**config.mk**
```make
export PLATFORM = sky130hd
export DESIGN_NAME = pba_outbuf
export DESIGN_NICKNAME = d
export VERILOG_FILES = /design/src/sv/pba_pkg.sv /design/src/sv/pba_outbuf.sv
export SDC_FILE = /design/constraint.sdc
export NUM_CORES = 1
export LEC_CHECK = 0
export BUFFER_PORTS_ARGS = -buffer_cell sky130_fd_sc_hd__buf_2
export CAP_MARGIN = 20
export CORE_MARGIN = 2
export CORE_UTILIZATION = 45
export CTS_BUF_LIST = sky130_fd_sc_hd__clkbuf_4
export CTS_CLUSTER_SIZE = 14
export DETAILED_ROUTE_END_ITERATION = 6
export PLACE_DENSITY_LB_ADDON = 0.08
export SLEW_MARGIN = 20
export SYNTH_ARGS = -nofsm -noshare
export SYNTH_HDL_FRONTEND = slang
export SYNTH_SLANG_ARGS = --single-unit
```
**constraint.sdc**
```tcl
create_clock -name clk -period 2.8 [get_ports clk]
set_input_delay 0.14 -clock clk [delete_from_list [all_inputs] [get_ports clk]]
set_output_delay 0.14 -clock clk [all_outputs]
set_load 0.02 [all_outputs]
```
**src/sv/pba_pkg.sv**
```systemverilog
// Package for the power-of-two bin block allocator.
// Holds the pool geometry, field widths, codes and the result word type.
// No dependencies; every other file of the block but pba_ram imports it.
package pba_pkg;

    localparam int POOL_CHUNKS_DEF = 4;
    localparam int CHUNK_BYTES     = 65536;
    localparam int PAGE_BYTES      = 4096;
    localparam int NUM_BINS        = 8;
    localparam int MIN_BLOCK       = 32;
    localparam int HDR_BYTES       = 8;

    localparam int MIN_SHIFT   = $clog2(MIN_BLOCK);
    localparam int CHUNK_UNITS = CHUNK_BYTES / MIN_BLOCK;
    localparam int CHUNK_SHIFT = $clog2(CHUNK_UNITS);
    localparam int PAGE_UNITS  = PAGE_BYTES / MIN_BLOCK;
    localparam int PAGE_SHIFT  = $clog2(PAGE_UNITS);
    localparam int PAGES       = CHUNK_BYTES / PAGE_BYTES;
    localparam int PAGE_W      = $clog2(PAGES);
    localparam int BIN_W       = 3;
    localparam int TOP_BIN     = NUM_BINS - 1;
    localparam int TOP_SIZE    = MIN_BLOCK << TOP_BIN;

    localparam int ADDR_W = 18;
    localparam int REQ_W  = 16;
    localparam int SIZE_W = 13;
    localparam int STAT_W = 2;
    localparam int NEED_W = REQ_W + 1;

    typedef enum logic [STAT_W-1:0] {
        ST_OK        = 2'd0,
        ST_EXHAUSTED = 2'd1,
        ST_TOO_LARGE = 2'd2
    } status_t;

    localparam logic OP_ALLOC = 1'b0;
    localparam logic OP_FREE  = 1'b1;

    typedef struct packed {
        logic [ADDR_W-1:0] addr;
        logic [SIZE_W-1:0] size;
        status_t           status;
    } result_t;

endpackage

```
**src/sv/pba_outbuf.sv**
```systemverilog
// Output register between the allocator sequencer and the result channel.
// Depends on pba_pkg for the result word type.
module pba_outbuf
    import pba_pkg::*;
(
    input  logic                clk,
    input  logic                rst_n,
    input  logic                res_valid,
    output logic                res_ready,
    input  result_t             res,
    output logic                out_valid,
    input  logic                out_ready,
    output logic [ADDR_W-1:0]   granted_address,
    output logic [SIZE_W-1:0]   granted_size,
    output logic [STAT_W-1:0]   status
);

    logic    valid_reg;
    result_t data_reg;

    assign res_ready = !valid_reg || out_ready;

    always_ff @(posedge clk or negedge rst_n)
    begin
        if (!rst_n)
        begin
            valid_reg <= 1'b0;
        end
        else if (res_ready)
        begin
            valid_reg <= res_valid;
        end
    end

    always_ff @(posedge clk)
    begin
        if (res_ready && res_valid)
        begin
            data_reg <= res;
        end
    end

    assign out_valid       = valid_reg;
    assign granted_address = data_reg.addr;
    assign granted_size    = data_reg.size;
    assign status          = data_reg.status;

endmodule

```
==> results of run 1 <==
## worst reg2reg max path, cell delays in order, from the launching register on
cell      delay [ps]
dfrtp_1          420
nand2b_4          90
and2_4           410
## final cells by class
type | count | area share
multi-input cells | 3 | 0.0158
flip-flops and latches | 34 | 0.559
clock buffers | 7 | 0.0289
repair buffers | 104 | 0.377
well taps | 28 | 0.0193
## flip-flops by register name (all words and copies together), names as in the netlist
| name | count |
|---|---|
| granted_address | 18 |
| granted_size | 13 |
| status | 2 |
| out_valid | 1 |
## per-stage QoR
stage,instance area [µm²],power [mW],hold slack [ps]
after floorplan,1040,0.660,-156
after global placement,1440,0.710,-84.1
after detailed placement,1440,0.712,-84.6
after CTS,1740,0.985,1.92
after global routing,1820,1.03,0.467
final,1820,0.987,18.4
## routing by layer
| metal | track usage | routed length (µm) | vias up |
|---|---|---|---|
| li1 | - | - | 366 |
| met1 | 0.179 | 896 | 341 |
| met2 | 0.342 | 1330 | 41 |
| met3 | 0.0714 | 183 | 2 |
| met4 | 0.0684 | 21 | 0 |
| met5 | 0 | 0 | - |
## cell families after synthesis
group            synth area share
flip-flops                  0.972
AND/OR/NAND/NOR            0.0275
## power breakdown
part	internal, mW	switching (mW)
sequential	0.591	0.00731
combinational	0.0682	0.0707
clock	0.114	0.136
total	0.773	0.213
## placed cells by master (no fill, tap or decap), drive strengths merged
master	netlist	final
buf	0	71
edfxtp	33	33
dlygate4sd3	0	33
clkbuf	0	7
nand2b	2	2
and2	1	1
dfrtp	1	1
## worst max-delay path by stage
stage	depth (start not counted)	start	endpoint	slack, ps
2_1_floorplan	2	out_valid	granted_address[0]	1500
3_3_place_gp	2	out_valid	granted_address[1]	1580
3_5_place_dp	2	out_valid	granted_address[2]	1540
4_1_cts	2	out_valid	granted_address[16]	1520
5_1_grt	2	out_valid	granted_address[3]	1480
6_report	2	out_valid	granted_size[4]	1540
==> results.ini, run 1 <==
[floorplanning]
die-area_um2=2720
io_pins=72
rows=17
die_w_um=52.2
die_h_um=52.2
initial_utilization=0.472
core_um2=2210

[timing]
hold_viol_final=0
final_max_slew_viol_count=0
tightest_slew_ps=407
setup_ws_ps=1540
setup_viol=0
fmax_mhz=791
min_period_ps=1260
rsz0062_at_grt=false
tns_ps=0
slew_headroom=0.728
period_share=0.452
fin_worst_skew_ps=8.84

[pwr]
peakVddDrop_mv=0.599
p_per_area_nw_per_um2=543
p_leak_nw=0.789

[layout]
multi_input_area_um2=28.8
diodes=0
final_cells=176
areaGrowthSynthToFinish_pct=74.0
regArea_um2=1020
post-route-util=0.822
nFillCells=128
fin_nets=185
drive_above_1_share=0.541

[drt]
dr.first_iter.drc_count=13
route.detailed.wl_per_inst_um=13.8
drt-total-wl_um=2430
ant_nets=0
dr.pass1.iters=4
drc=0
viasPerCell=4.26
dr_total_vias=750

[synth]
synth.most_common_cell=edfxtp_1
synth.distinct_cells=5
yosys.area.top_type=edfxtp_1
yosys-top-cells-area=edfxtp_1 95%, dfrtp_1 2.4%, nand2b_4 1.3%, and2_4 0.84%, nand2b_1 0.60%
netlist_instances=37
synthArstFlopShare=0.0294
syn_nets=74
synthTopCellsByCount=33 x edfxtp_1, 1 x and2_4, 1 x dfrtp_1, 1 x nand2b_1, 1 x nand2b_4
yosys_warnings=0
synth-edff-count=33
synth_seq_area_share=0.972
synthFlopType=edfxtp_1
ys_seq_elements=34
synthesis.area_um2=1040
avgSynthCellArea_um2=28.2
synth.top_cell.area_share=0.949

[clock_tree]
clock_latency_ps=300
h-tree-depth=2
clkSinkCount=34
cts_resized=0
cts_tree=done
clkTransAtPathRegs_ps=100
cts_hold_buf=25
root_buffer=clkbuf_4
cts_setup_buffers=0
clockBufferDepth=2
numCtsBuffers=5

[global_route]
overflow=0
antenna_found_initial=0
grt_use_total=0.183
grt_pass1_wl_um=3260
grt_pass1_vias=719
grt_max_degree=34

[hold_path]
holdPathEnd=granted_size[7]
hold_start=res[9]
holdPathStages=1
min_path_type=in -> reg

[critical_path]
cpPeakStageDelay_ps=420
reg2reg_depth=2
start_kind=register
worst-path-buf-inv=0
crit_fanout=33
r2r_slack_ps=1540
crit_chain=nand2b_4 -> and2_4
critical-path-top-delay-family=simple AND/OR/NAND/NOR gates
arrival_ps=1220
slowest_stage=dfrtp_1
cp.required_ps=2760
r2r-end=granted_size[4]
crit_type=reg -> reg
r2r_start=out_valid
critical_path.endpoint_type=register

[flow_run]
max_cap_violations=0

[placement]
port_buffers=71
dp.cells=136
pre_cts_slack_ps=1540
gp_congestion=0.681

[status]
status=complete, no violations

No activity file was read; power rests on OpenSTA's default activity.
==> run 2: changes to the inputs <==
- CORE_UTILIZATION: 45 -> 37
- clock period: 2.8 -> 1 ns (I/O delays scaled with it)
==> run 2 against run 1 <==
Against the previous run:
- the flow now finishes with violations (setup timing)
- final cell count grew 7.4%
- register-to-register slack worse by 1700 ps
- critical endpoint is now granted_address[10]
- via count increased by 8.5%
- wire length increased by 3.1%
==> results.ini, run 2 (same netlist as run 1, synthesis figures left out) <==
[critical_path]
cp.required_ps=1040
r2r_start=out_valid
critical_path.endpoint_type=register
crit_type=reg -> reg
crit_fanout=13
startpoint=out_valid
arrival_ps=1180
start_kind=register

[layout]
final_cells=189
final_common_cell=buf_2
diodes=0
nFillCells=196
fin_nets=195
drive_above_1_share=0.557
largest_register_ffs=18
areaGrowthSynthToFinish_pct=86.0
final_cell_mix=69 x buf_2, 36 x dlygate4sd3_1, 33 x edfxtp_1

[clock_tree]
root_buffer=clkbuf_4
clock_latency_ps=320
clockBufferDepth=2
clkSinkCount=34
h-tree-depth=2
numCtsBuffers=5
cts_tree=done
clkTransAtPathRegs_ps=90

[floorplanning]
die_h_um=57.1
initial_utilization=0.386
io_pins=72
die-area_um2=3260
die_w_um=57.1
core_um2=2710
rows=19

[drt]
dr.first_iter.drc_count=20
dr.pass1.iters=4
drt-total-wl_um=2500
dr_total_vias=814
viasPerCell=4.31
ant_nets=0
drc=0
route.detailed.wl_per_inst_um=13.2

[hold_path]
hold_start=out_ready
min_path_type=in -> reg

[global_route]
grt_max_degree=14
grt_pass1_vias=821
grt_pass1_wl_um=3660
antenna_found_initial=0
overflow=0
grt_use_total=0.160

[timing]
hold_slack_ps=99.1
min_period_ps=1130
fmax_mhz=883
slew_headroom=0.924
tightest_slew_ps=113
fin_worst_skew_ps=7.45
rsz0062_at_grt=true
setup_ws_ps=-133
setup_viol=35
hold_viol_final=0
period_share=1.13
final_max_slew_viol_count=0

[flow_run]
max_cap_violations=0

[status]
violations=setup timing
status=finished with violations

[placement]
port_buffers=71
dp.cells=145
dpl.hpwl_um=1500
pre_cts_slack_ps=-113
gp_congestion=0.680

[pwr]
p_per_area_nw_per_um2=1460
peakVddDrop_mv=1.34
p_leak_nw=0.849
power.total_mw=2.84

## run 2: timing repair
action | CTS | global route
resized for setup | 2 | 2
setup buffers | 0 | 1
endpoints found under the setup margin | 34 | 35
gates cloned | 0 | 0
hold endpoints to repair | 35 | 0
hold buffers | 36 | 0
## run 2: per-stage QoR
| stage | utilization | cell area, µm² | setup TNS (ps) |
|---|---|---|---|
| after floorplan | - | 1050 | -8880 |
| after global placement | 0.557 | 1510 | -3000 |
| after detailed placement | 0.557 | 1510 | -3540 |
| after CTS | 0.712 | 1930 | -4250 |
| after global routing | 0.717 | 1940 | -5160 |
| final | 0.717 | 1940 | -4210 |
## run 2: critical path, cell delays in order (launching register included)
cell and delay, ps:
dfrtp_2 430, nand2b_4 70, and2_4 190, buf_12 150
## run 2: routing by layer
metal	GRT usage	up-vias	part of all wire
li1	-	389	-
met1	0.166	367	0.37
met2	0.286	53	0.53
met3	0.0567	5	0.084
met4	0.0797	0	0.020
met5	0	-	0
## run 2: final timing paths
check                                            to  slack, ps  cells after the start
worst max-delay path            granted_address[10]       -130                      3
worst min-delay path                      out_valid        100                      4
worst max register to register  granted_address[10]       -130                      3
worst min register to register            out_valid        680                      3
max in group asynchronous                 out_valid        310                      3
min in group asynchronous                 out_valid        560                      3
## run 2: layout make-up
class	count	area (µm²)	share of cell area
well taps	31	38.8	0.0200
repair buffers	114	806	0.415
clock buffers	7	52.6	0.0270
flip-flops and latches	34	1020	0.524
multi-input cells	3	28.8	0.0148
## run 2: where the power goes
part           total, mW  internal [mW]  switching (mW)  leakage [nW]
clock              0.714          0.319           0.395        0.0322
sequential          1.67           1.66          0.0189         0.324
combinational      0.452          0.242           0.210         0.492
total               2.84           2.22           0.624         0.849
