<file path="src/sv/pba_pkg.sv">
// Package for the power-of-two bin block allocator.
// Holds the pool geometry, field widths, codes and the result word type.
// No dependencies; every other file of the block but pba_ram imports it.
package pba_pkg;

    localparam int POOL_CHUNKS_DEF = 4;
    localparam int CHUNK_BYTES     = 65536;
    localparam int PAGE_BYTES      = 4096;
    localparam int NUM_BINS        = 8;
    localparam int MIN_BLOCK       = 32;
    localparam int HDR_BYTES       = 8;

    localparam int MIN_SHIFT   = $clog2(MIN_BLOCK);
    localparam int CHUNK_UNITS = CHUNK_BYTES / MIN_BLOCK;
    localparam int CHUNK_SHIFT = $clog2(CHUNK_UNITS);
    localparam int PAGE_UNITS  = PAGE_BYTES / MIN_BLOCK;
    localparam int PAGE_SHIFT  = $clog2(PAGE_UNITS);
    localparam int PAGES       = CHUNK_BYTES / PAGE_BYTES;
    localparam int PAGE_W      = $clog2(PAGES);
    localparam int BIN_W       = 3;
    localparam int TOP_BIN     = NUM_BINS - 1;
    localparam int TOP_SIZE    = MIN_BLOCK << TOP_BIN;

    localparam int ADDR_W = 18;
    localparam int REQ_W  = 16;
    localparam int SIZE_W = 13;
    localparam int STAT_W = 2;
    localparam int NEED_W = REQ_W + 1;

    typedef enum logic [STAT_W-1:0] {
        ST_OK        = 2'd0,
        ST_EXHAUSTED = 2'd1,
        ST_TOO_LARGE = 2'd2
    } status_t;

    localparam logic OP_ALLOC = 1'b0;
    localparam logic OP_FREE  = 1'b1;

    typedef struct packed {
        logic [ADDR_W-1:0] addr;
        logic [SIZE_W-1:0] size;
        status_t           status;
    } result_t;

endpackage

</file>
<file path="src/sv/pba_ctrl.sv">
// Sequencer of the allocator: bin heads, chunk count, and the read-modify-write
// steps on the link and tag memories. Depends on pba_pkg.
module pba_ctrl
    import pba_pkg::*;
#(
    parameter int POOL_CHUNKS = POOL_CHUNKS_DEF,
    parameter int UNITS       = POOL_CHUNKS_DEF * CHUNK_UNITS,
    parameter int UNIT_W      = $clog2(POOL_CHUNKS_DEF * CHUNK_UNITS)
) (
    input  logic               clk,
    input  logic               rst_n,
    input  logic               in_valid,
    output logic               in_ready,
    input  logic               operation,
    input  logic [REQ_W-1:0]   request_size,
    input  logic [ADDR_W-1:0]  release_address,
    output logic               res_valid,
    input  logic               res_ready,
    output result_t            res,
    output logic               link_we,
    output logic [UNIT_W-1:0]  link_waddr,
    output logic [UNIT_W:0]    link_wdata,
    output logic [UNIT_W-1:0]  link_raddr,
    input  logic [UNIT_W:0]    link_rdata,
    output logic               tag_we,
    output logic [UNIT_W-1:0]  tag_waddr,
    output logic [BIN_W-1:0]   tag_wdata,
    output logic [UNIT_W-1:0]  tag_raddr,
    input  logic [BIN_W-1:0]   tag_rdata
);

    localparam int CNT_W = $clog2(POOL_CHUNKS + 1);
    localparam int LIM_W = CNT_W + CHUNK_SHIFT;
    localparam int AU_W  = ADDR_W - MIN_SHIFT;

    typedef enum logic [2:0] {
        S_IDLE, S_REFILL, S_POP_RD, S_POP_WB, S_SPLIT, S_GRANT, S_FREE_RD, S_FREE_WB
    } state_t;

    state_t               state_reg;
    logic                 done_reg;
    logic [BIN_W-1:0]     bin_reg;
    logic [BIN_W-1:0]     lvl_reg;
    logic [UNIT_W-1:0]    unit_reg;
    logic [PAGE_W-1:0]    page_reg;
    logic [CNT_W-1:0]     chunks_reg;
    result_t              res_reg;
    logic [NUM_BINS-1:0]  head_valid_reg;
    logic [UNIT_W-1:0]    head_unit_reg [NUM_BINS];

    logic [NEED_W-1:0]    need;
    logic                 too_large;
    logic [BIN_W-1:0]     bin_c;
    logic [BIN_W-1:0]     found_bin;
    logic                 found;
    logic [ADDR_W-1:0]    start;
    logic [AU_W-1:0]      free_unit;
    logic [LIM_W-1:0]     limit;
    logic                 free_ok;
    logic [BIN_W-1:0]     lvl_dn;
    logic [BIN_W-1:0]     free_tag;
    logic [UNIT_W-1:0]    page_unit;

    assign need      = NEED_W'(request_size) + NEED_W'(HDR_BYTES);
    assign too_large = need > NEED_W'(TOP_SIZE);

    always_comb
    begin
        bin_c = BIN_W'(TOP_BIN);
        for (int b = TOP_BIN; b >= 0; b--)
        begin
            if (NEED_W'(MIN_BLOCK << b) >= need)
            begin
                bin_c = BIN_W'(b);
            end
        end
        found     = 1'b0;
        found_bin = BIN_W'(TOP_BIN);
        for (int b = TOP_BIN; b >= 0; b--)
        begin
            if (head_valid_reg[b] && BIN_W'(b) >= bin_c)
            begin
                found     = 1'b1;
                found_bin = BIN_W'(b);
            end
        end
    end

    assign start     = release_address - ADDR_W'(HDR_BYTES);
    assign free_unit = start[ADDR_W-1:MIN_SHIFT];
    assign limit     = LIM_W'(chunks_reg) << CHUNK_SHIFT;
    assign free_ok   = (release_address >= ADDR_W'(HDR_BYTES))
                     && (start[MIN_SHIFT-1:0] == '0)
                     && ((LIM_W + AU_W)'(free_unit) < (LIM_W + AU_W)'(limit))
                     && ((AU_W + 32)'(free_unit) < (AU_W + 32)'(UNITS));
    assign lvl_dn    = lvl_reg - 1'b1;
    assign free_tag  = (int'(tag_rdata) > TOP_BIN) ? BIN_W'(TOP_BIN) : tag_rdata;
    assign page_unit = (UNIT_W'(chunks_reg) << CHUNK_SHIFT)
                     + (UNIT_W'(page_reg) << PAGE_SHIFT);

    assign in_ready   = (state_reg == S_IDLE) && !done_reg;
    assign res_valid  = done_reg;
    assign res        = res_reg;
    assign link_raddr = head_unit_reg[lvl_reg];
    assign tag_raddr  = unit_reg;

    always_comb
    begin
        link_we    = 1'b0;
        link_waddr = unit_reg;
        link_wdata = {head_valid_reg[lvl_dn], head_unit_reg[lvl_dn]};
        tag_we     = 1'b0;
        tag_waddr  = unit_reg;
        tag_wdata  = lvl_dn;
        case (state_reg)
            S_REFILL:
            begin
                link_we    = 1'b1;
                link_waddr = page_unit;
                link_wdata = {head_valid_reg[TOP_BIN], head_unit_reg[TOP_BIN]};
                tag_we     = 1'b1;
                tag_waddr  = page_unit;
                tag_wdata  = BIN_W'(TOP_BIN);
            end
            S_SPLIT:
            begin
                link_we = 1'b1;
                tag_we  = 1'b1;
            end
            S_GRANT:
            begin
                tag_we    = 1'b1;
                tag_wdata = bin_reg;
            end
            S_FREE_WB:
            begin
                link_we    = 1'b1;
                link_wdata = {head_valid_reg[free_tag], head_unit_reg[free_tag]};
                tag_we     = 1'b1;
                tag_wdata  = free_tag;
            end
            default:
            begin
            end
        endcase
    end

    always_ff @(posedge clk)
    begin
        case (state_reg)
            S_REFILL:
            begin
                head_unit_reg[TOP_BIN] <= page_unit;
            end
            S_POP_WB:
            begin
                head_unit_reg[lvl_reg] <= link_rdata[UNIT_W-1:0];
            end
            S_SPLIT:
            begin
                head_unit_reg[lvl_dn] <= unit_reg;
            end
            S_FREE_WB:
            begin
                head_unit_reg[free_tag] <= unit_reg;
            end
            default:
            begin
            end
        endcase
    end

    always_ff @(posedge clk or negedge rst_n)
    begin
        if (!rst_n)
        begin
            state_reg      <= S_IDLE;
            done_reg       <= 1'b0;
            bin_reg        <= '0;
            lvl_reg        <= '0;
            unit_reg       <= '0;
            page_reg       <= '0;
            chunks_reg     <= '0;
            res_reg        <= '{addr: '0, size: '0, status: ST_OK};
            head_valid_reg <= '0;
        end
        else
        begin
            if (done_reg && res_ready)
            begin
                done_reg <= 1'b0;
            end
            case (state_reg)
                S_IDLE:
                begin
                    if (in_valid && in_ready)
                    begin
                        if (operation == OP_ALLOC)
                        begin
                            bin_reg <= bin_c;
                            if (too_large)
                            begin
                                res_reg  <= '{addr: '0, size: '0, status: ST_TOO_LARGE};
                                done_reg <= 1'b1;
                            end
                            else if (found)
                            begin
                                lvl_reg   <= found_bin;
                                state_reg <= S_POP_RD;
                            end
                            else if (int'(chunks_reg) < POOL_CHUNKS)
                            begin
                                lvl_reg   <= BIN_W'(TOP_BIN);
                                page_reg  <= '0;
                                state_reg <= S_REFILL;
                            end
                            else
                            begin
                                res_reg  <= '{addr: '0, size: '0, status: ST_EXHAUSTED};
                                done_reg <= 1'b1;
                            end
                        end
                        else if (free_ok)
                        begin
                            unit_reg  <= UNIT_W'(free_unit);
                            state_reg <= S_FREE_RD;
                        end
                        else
                        begin
                            res_reg  <= '{addr: '0, size: '0, status: ST_OK};
                            done_reg <= 1'b1;
                        end
                    end
                end
                S_REFILL:
                begin
                    head_valid_reg[TOP_BIN] <= 1'b1;
                    page_reg                <= page_reg + 1'b1;
                    if (page_reg == PAGE_W'(PAGES - 1))
                    begin
                        chunks_reg <= chunks_reg + 1'b1;
                        state_reg  <= S_POP_RD;
                    end
                end
                S_POP_RD:
                begin
                    unit_reg  <= head_unit_reg[lvl_reg];
                    state_reg <= S_POP_WB;
                end
                S_POP_WB:
                begin
                    head_valid_reg[lvl_reg] <= link_rdata[UNIT_W];
                    state_reg <= (lvl_reg == bin_reg) ? S_GRANT : S_SPLIT;
                end
                S_SPLIT:
                begin
                    // Lower half stays in the next bin down; the upper half goes on.
                    head_valid_reg[lvl_dn] <= 1'b1;
                    unit_reg  <= unit_reg + (UNIT_W'(1) << lvl_dn);
                    lvl_reg   <= lvl_dn;
                    if (lvl_dn == bin_reg)
                    begin
                        state_reg <= S_GRANT;
                    end
                end
                S_GRANT:
                begin
                    res_reg   <= '{addr: (ADDR_W'(unit_reg) << MIN_SHIFT) | ADDR_W'(HDR_BYTES),
                                   size: SIZE_W'(MIN_BLOCK) << bin_reg,
                                   status: ST_OK};
                    done_reg  <= 1'b1;
                    state_reg <= S_IDLE;
                end
                S_FREE_RD:
                begin
                    state_reg <= S_FREE_WB;
                end
                S_FREE_WB:
                begin
                    head_valid_reg[free_tag] <= 1'b1;
                    res_reg   <= '{addr: '0, size: SIZE_W'(MIN_BLOCK) << free_tag,
                                   status: ST_OK};
                    done_reg  <= 1'b1;
                    state_reg <= S_IDLE;
                end
                default:
                begin
                    state_reg <= S_IDLE;
                end
            endcase
        end
    end

    a_chunks_bound: assert property (@(posedge clk) disable iff (!rst_n)
        int'(chunks_reg) <= POOL_CHUNKS)
        else $error("chunk count above pool size");

    a_no_accept_pending: assert property (@(posedge clk) disable iff (!rst_n)
        (in_valid && in_ready) |-> !res_valid)
        else $error("word accepted while a result is pending");

    a_split_above_bin: assert property (@(posedge clk) disable iff (!rst_n)
        (state_reg == S_SPLIT) |-> (lvl_reg > bin_reg))
        else $error("split below the wanted bin");

    a_refill_when_room: assert property (@(posedge clk) disable iff (!rst_n)
        (state_reg == S_REFILL) |-> (int'(chunks_reg) < POOL_CHUNKS))
        else $error("refill with pool exhausted");

endmodule

</file>
<file path="config.mk">
export PLATFORM = sky130hd
export DESIGN_NAME = pba_ctrl
export DESIGN_NICKNAME = d
export VERILOG_FILES = /design/src/sv/pba_pkg.sv /design/src/sv/pba_ctrl.sv
export SDC_FILE = /design/constraint.sdc
export NUM_CORES = 1
export LEC_CHECK = 0
export CAP_MARGIN = 20
export CORE_ASPECT_RATIO = 0.7
export CORE_UTILIZATION = 40
export CTS_BUF_LIST = sky130_fd_sc_hd__clkbuf_16
export CTS_CLUSTER_SIZE = 25
export DETAILED_ROUTE_END_ITERATION = 8
export DONT_BUFFER_PORTS = 1
export SYNTH_ARGS = -nofsm -noshare
export SYNTH_HDL_FRONTEND = slang
export SYNTH_SLANG_ARGS = --single-unit
export TNS_END_PERCENT = 100
</file>
<file path="constraint.sdc">
create_clock -name clk -period 9.5 [get_ports clk]
set_input_delay 0.475 -clock clk [delete_from_list [all_inputs] [get_ports clk]]
set_output_delay 0.475 -clock clk [all_outputs]
set_load 0.01 [all_outputs]
</file>
==> metrics.cfg, run 1 <==
[drt]
vias = 10100
ant_nets = 0
wl_met3_um = 4740
drt_iter0_markers = 1421
route.detailed.drc = 0
wl_met1_um = 17800
wl_per_cell_um = 26.6
post_drt_via_cell_ratio = 6.65
highest_layer = met4
drt-total-wl_um = 40400
firstDrtPassIters = 6
wl_met2_um = 16900

[synth]
yosys-top-cells-count = nand2_1 (123), edfxtp_1 (104), nor2_1 (91)
yosysUniqueCellTypes = 72
synth.most_common_cell = nand2_1
synth_area_sq_um = 11400
synth_top_area_share_pct = 27.5
synth_seq_cells = 166
synth_flop_cell = edfxtp_1
synth_top_cell_by_area = edfxtp_1
syn_avg_cell_area_sq_um = 9.50
synthMuxAreaShare_pct = 8.55
synthArstFlopShare_pct = 37.3
ys_seq_area_share_pct = 41.2
yosys_warnings = 0
synth_edf_count = 104
synthAdderAreaFrac_pct = 2.16
synth_cells = 1195
synth-compound-area-share_pct = 23.7
synth_top_family_by_area = compound AO/OA/AOI/OAI gates
synthXorXnorAreaFrac_pct = 2.31
synthSimpleGateAreaFrac_pct = 16.6
synth_area_leaders = edfxtp_1 (28%), dfrtp_1 (14%), a22oi_1 (5.1%), nand2_1 (4.1%), mux4_2 (3.6%)

[cts]
clk_pin_slew_ns = 0.07
tritoncts = yes
cts_htree_levels = 4
cts_buffers = 17
cts_root_buf = clkbuf_16
cts_sinks = 166
cts_resized = 0
clock_latency_ns = 0.46
clk_path_buf_depth = 2

[die]
dieWidth_um = 203
initial_utilization_pct = 40.8
dieArea_sq_um = 29100
io_pins = 162
placeableCoreArea_sq_um = 27800
placement_rows = 51
die_h_um = 143

[sta]
holdWs_ns = 0.176
tns_ns = 0
relSlewSlack_pct = 23.9
hold_violations = 0
fmax_ghz = 0.209
drv_slew = 0
period_share_pct = 50.3
worst_slack_ns = 4.72
fin_crit_ns = 4.78
tightest_slew_ns = 1.13
rsz0062_at_grt = false
fin_skew_ns = 0.0194
setup_violations = 0

[run_status]
outcome = finished clean

[placed_design]
dp_slack_ns = 5.17
dp_hpwl_um = 27100
dp.cells = 1480
numPortBuffers = 0
place_congestion = 0.915

[power]
ir_worst_vdd_v = 0.000187
p_leak_nw = 4.42
p_per_area_nw_per_um2 = 390

[hold_path]
min_from = link_rdata[13]
min_path_type = in -> reg

[worst_setup_path]
worst_setup_path_end_kind = output pin
criticalPathCategory = reg -> out
cp_max_fo = 37
worstSetupStartpointType = flip-flop
cp.arrival_ns = 4.31
timing.rr.start = lvl_reg[1]
cp-startpoint = lvl_reg[1]
required_ns = 9.03

[cells_and_area]
drive_gt1_share_pct = 10.6
diodes = 0
area_growth_syn_to_layout_pct = 7.57
fin_cells = 1517
final_nets = 1208
largest_reg_flops = 104

[global_route]
grt_pass1_wl_um = 59700
first_global_vias = 9204
overflow = 0
grt_usage_pct = 27.6
antenna_found_initial = 0
grt_max_degree = 63

[run]
drv_cap = 0

==> per-layer routing <==
| layer | GRT usage [%] | vias up |
|---|---|---|
| li1 | - | 4449 |
| met3 | 9.33 | 74 |
| met5 | 0 | - |
| met1 | 39.6 | 4958 |
| met2 | 39.0 | 600 |
| met4 | 8.15 | 0 |
==> cell usage in the layout, fill, tap and decap left out, types with 17 or more instances in the layout <==
master,n
nand4_1,24
nor3_1,20
xnor2_1,22
mux2i_1,34
a21oi_1,63
nor2_1,87
inv_1,25
a22oi_1,77
nand3_1,36
mux2_2,20
nand2_1,123
mux4_2,18
o21ai_0,49
buf_4,19
o22ai_1,18
and3_1,19
a221oi_1,17
edfxtp_1,104
dfrtp_1,61
ha_1,18
a32o_1,21
clkbuf_16,19
o211ai_1,24
and2_1,18
==> where the power goes <==
group          leakage (nW)  switching (mW)  internal [mW]
logic                  2.40            1.79          0.867
registers              1.72           0.293           1.11
clock network         0.297           0.332          0.373
total                  4.42            2.41           2.35
==> area by class of cell <==
cell class	count	area (sq um)
repair buffers	24	214
clock inverters	13	111
multi-input cells	899	6180
inverters	25	93.8
flip-flops and latches	166	4680
clock buffers	19	475
fillers	2720	15600
well taps	371	464
==> worst paths after layout <==
check | endpoint | slack (ns) | cells past startpoint
min reg2reg | res[13] | 0.60 | 1
min | head_valid_reg[4] | 0.18 | 1
max | link_wdata[11] | 4.72 | 10
max in group asynchronous | res[29] | 8.61 | 2
min in group asynchronous | head_valid_reg[2] | 0.62 | 2
max reg2reg | tag_raddr[10] | 5.06 | 16
==> timing repair <==
item	CTS	global route
hold endpoints to repair	62	0
buffers inserted	0	0
hold buffers	2	0
endpoints found under the setup margin	0	0
==> cells by family after synthesis <==
| logic type | Yosys count |
|---|---|
| compound gates | 376 |
| other cells | 1 |
| simple gates | 393 |
| flops | 166 |
| xor+xnor | 30 |
| mux | 72 |
| buf+inv | 138 |
| fa+ha+maj | 19 |
==> metrics by stage <==
step / util, % / total power, mW / area, sq um
floorplan: - / 3.18 / 11400
detailed placement: 41.5 / 3.97 / 11600
global route: 43.9 / 5.01 / 12200
finish: 43.9 / 4.76 / 12200
global placement: 41.5 / 3.95 / 11600
CTS: 43.8 / 4.70 / 12200
==> worst max-delay path, stage by stage, from the launching register on <==
cell and delay [ns]:
dfrtp_1 0.32, buf_4 0.43, inv_1 0.43, ha_1 0.41
xnor2_1 0.41, buf_4 0.30, and3_1 0.86, a22oi_1 0.21
nand4_1 0.13, nand2_1 0.07, nand3_1 0.26
Note: power is estimated with default switching activity, not from simulation.
==> inputs of run 2 (changes only) <==
==> constraint.sdc (replaced) <==
create_clock -name clk -period 4.6 [get_ports clk]
set_input_delay 0.23 -clock clk [delete_from_list [all_inputs] [get_ports clk]]
set_output_delay 0.23 -clock clk [all_outputs]
set_load 0.01 [all_outputs]
==> run 2 against run 1 <==
  * Cell area increased by 0.78%
  * Die area unchanged
  * Critical path depth down 2
  * Clock-buffer cell count is 2 lower
==> metrics.cfg, run 2 (same netlist as run 1, synthesis figures left out) <==
[run_status]
outcome = finished clean

[sta]
tns_ns = 0
setup_violations = 0
relSlewSlack_pct = 22.8
fin_crit_ns = 3.85
hold_violations = 0
fmax_ghz = 0.260
rsz0062_at_grt = false
worst_slack_ns = 0.755
drv_slew = 0
fin_skew_ns = 0.0137
tightest_slew_ns = 1.16
period_share_pct = 83.6

[die]
placement_rows = 51
dieArea_sq_um = 29100
io_pins = 162
die_h_um = 143
placeableCoreArea_sq_um = 27800
initial_utilization_pct = 40.8
dieWidth_um = 203

[global_route]
first_global_vias = 9425
antenna_found_initial = 0
grt_max_degree = 63
grt_pass1_wl_um = 61000
overflow = 0
grt_usage_pct = 28.1

[drt]
vias = 10300
drt-total-wl_um = 41000
post_drt_via_cell_ratio = 6.73
firstDrtPassIters = 6
ant_nets = 0
drt_iter0_markers = 1505
route.detailed.drc = 0
wl_per_cell_um = 26.7

[cells_and_area]
finalCoreUtilization_pct = 44.2
final_cell_mix = nand2_1 (123), edfxtp_1 (104), nor2_1 (90), a22oi_1 (77), a21oi_1 (63)
drive_gt1_share_pct = 11.2
area_growth_syn_to_layout_pct = 8.41
largest_reg_flops = 104
final_nets = 1224
final_common_cell = nand2_1

[cts]
clock_latency_ns = 0.45
clk_path_buf_depth = 2
tritoncts = yes
cts_root_buf = clkbuf_16
cts_buffers = 17
cts_sinks = 166
clk_pin_slew_ns = 0.06
cts_htree_levels = 4

[placed_design]
numPortBuffers = 0
dp_hpwl_um = 28000
place_congestion = 0.913
dp_slack_ns = 0.891

[run]
drv_cap = 0

[worst_setup_path]
path_buf_inv = 3
slowest_delay_ns = 0.86
worst_setup_path_end_kind = output pin
cp_max_fo = 16
worstSetupStartpointType = flip-flop
cp.arrival_ns = 3.62
crit_family = simple AND/OR/NAND/NOR gates
criticalPathCategory = reg -> out
required_ns = 4.37
crit_chain = inv_1 > buf_4 > ha_1 > nor3b_2 > buf_4 > a22oi_1 > nand4_1 > a221o_1
cp_common_cell = buf_4
cp_slowest_cell = nor3b_2

[power]
p_total_mw = 10.0
ir_worst_vdd_v = 0.000413
p_per_area_nw_per_um2 = 812
p_leak_nw = 4.47

[hold_path]
min_path_type = in -> reg

==> run 2: changes by cell type in the layout (fill, tap and decap cells not counted), moves of 3 or more <==
cell	change
buf_4	+16
nor3_2	+4
nor3_4	-4
clkinv_4	-3
dlygate4sd3_1	+3
nor2_1	+3
nor2_2	-3
==> run 2: report_power, final <==
| part | internal (mW) | switching (mW) |
|---|---|---|
| combinational | 1.86 | 3.72 |
| clock | 0.815 | 0.678 |
| sequential | 2.29 | 0.632 |
| total | 4.97 | 5.03 |
==> run 2: through the flow <==
step	hold slack (ns)	instance area (sq um)	std cells
CTS	0.0169	12300	1533
detailed placement	-0.0627	11600	1496
global placement	-0.0633	11600	1496
global route	0.0328	12300	1533
finish	0.0278	12300	1535
floorplan	-0.0656	11400	1203
==> run 2: final cells by class <==
| class | instances | area [sq um] |
|---|---|---|
| antenna | 2 | 5.00 |
| clock buffer | 17 | 425 |
| clock inverter | 15 | 168 |
| fill | 2640 | 15500 |
| inverter | 25 | 93.8 |
| multi-input combinational | 899 | 6140 |
| sequential | 166 | 4680 |
| tap | 371 | 464 |
| timing repair buffer | 40 | 330 |
==> run 2: final timing paths <==
check | startpoint | to | slack, ns | depth (start not counted)
setup / recovery | lvl_reg[0] | link_wdata[10] | 0.75 | 8
max in group asynchronous | rst_n | lvl_reg[0] | 3.98 | 2
min in group asynchronous | rst_n | bin_reg[0] | 0.31 | 2
hold reg to reg | res[0] | res[0] | 0.58 | 2
setup reg to reg | lvl_reg[0] | tag_raddr[10] | 1.03 | 16
hold / removal | operation | res_valid | 0.03 | 2
==> run 2: timing repair <==
item,in CTS,in global routing
setup endpoints to repair,0,0
buffers inserted,0,0
hold buffers,5,0
resized for setup,0,0
endpoints found under the hold margin,68,0
==> run 2: metal layers <==
layer  GRT usage, %  up-vias  routed length (um)
met3           7.99       69                5000
met2           39.9      701               17200
li1               -     4468                   -
met5              0        -                   0
met1           41.5     5087               18100
met4           6.85        0                 694
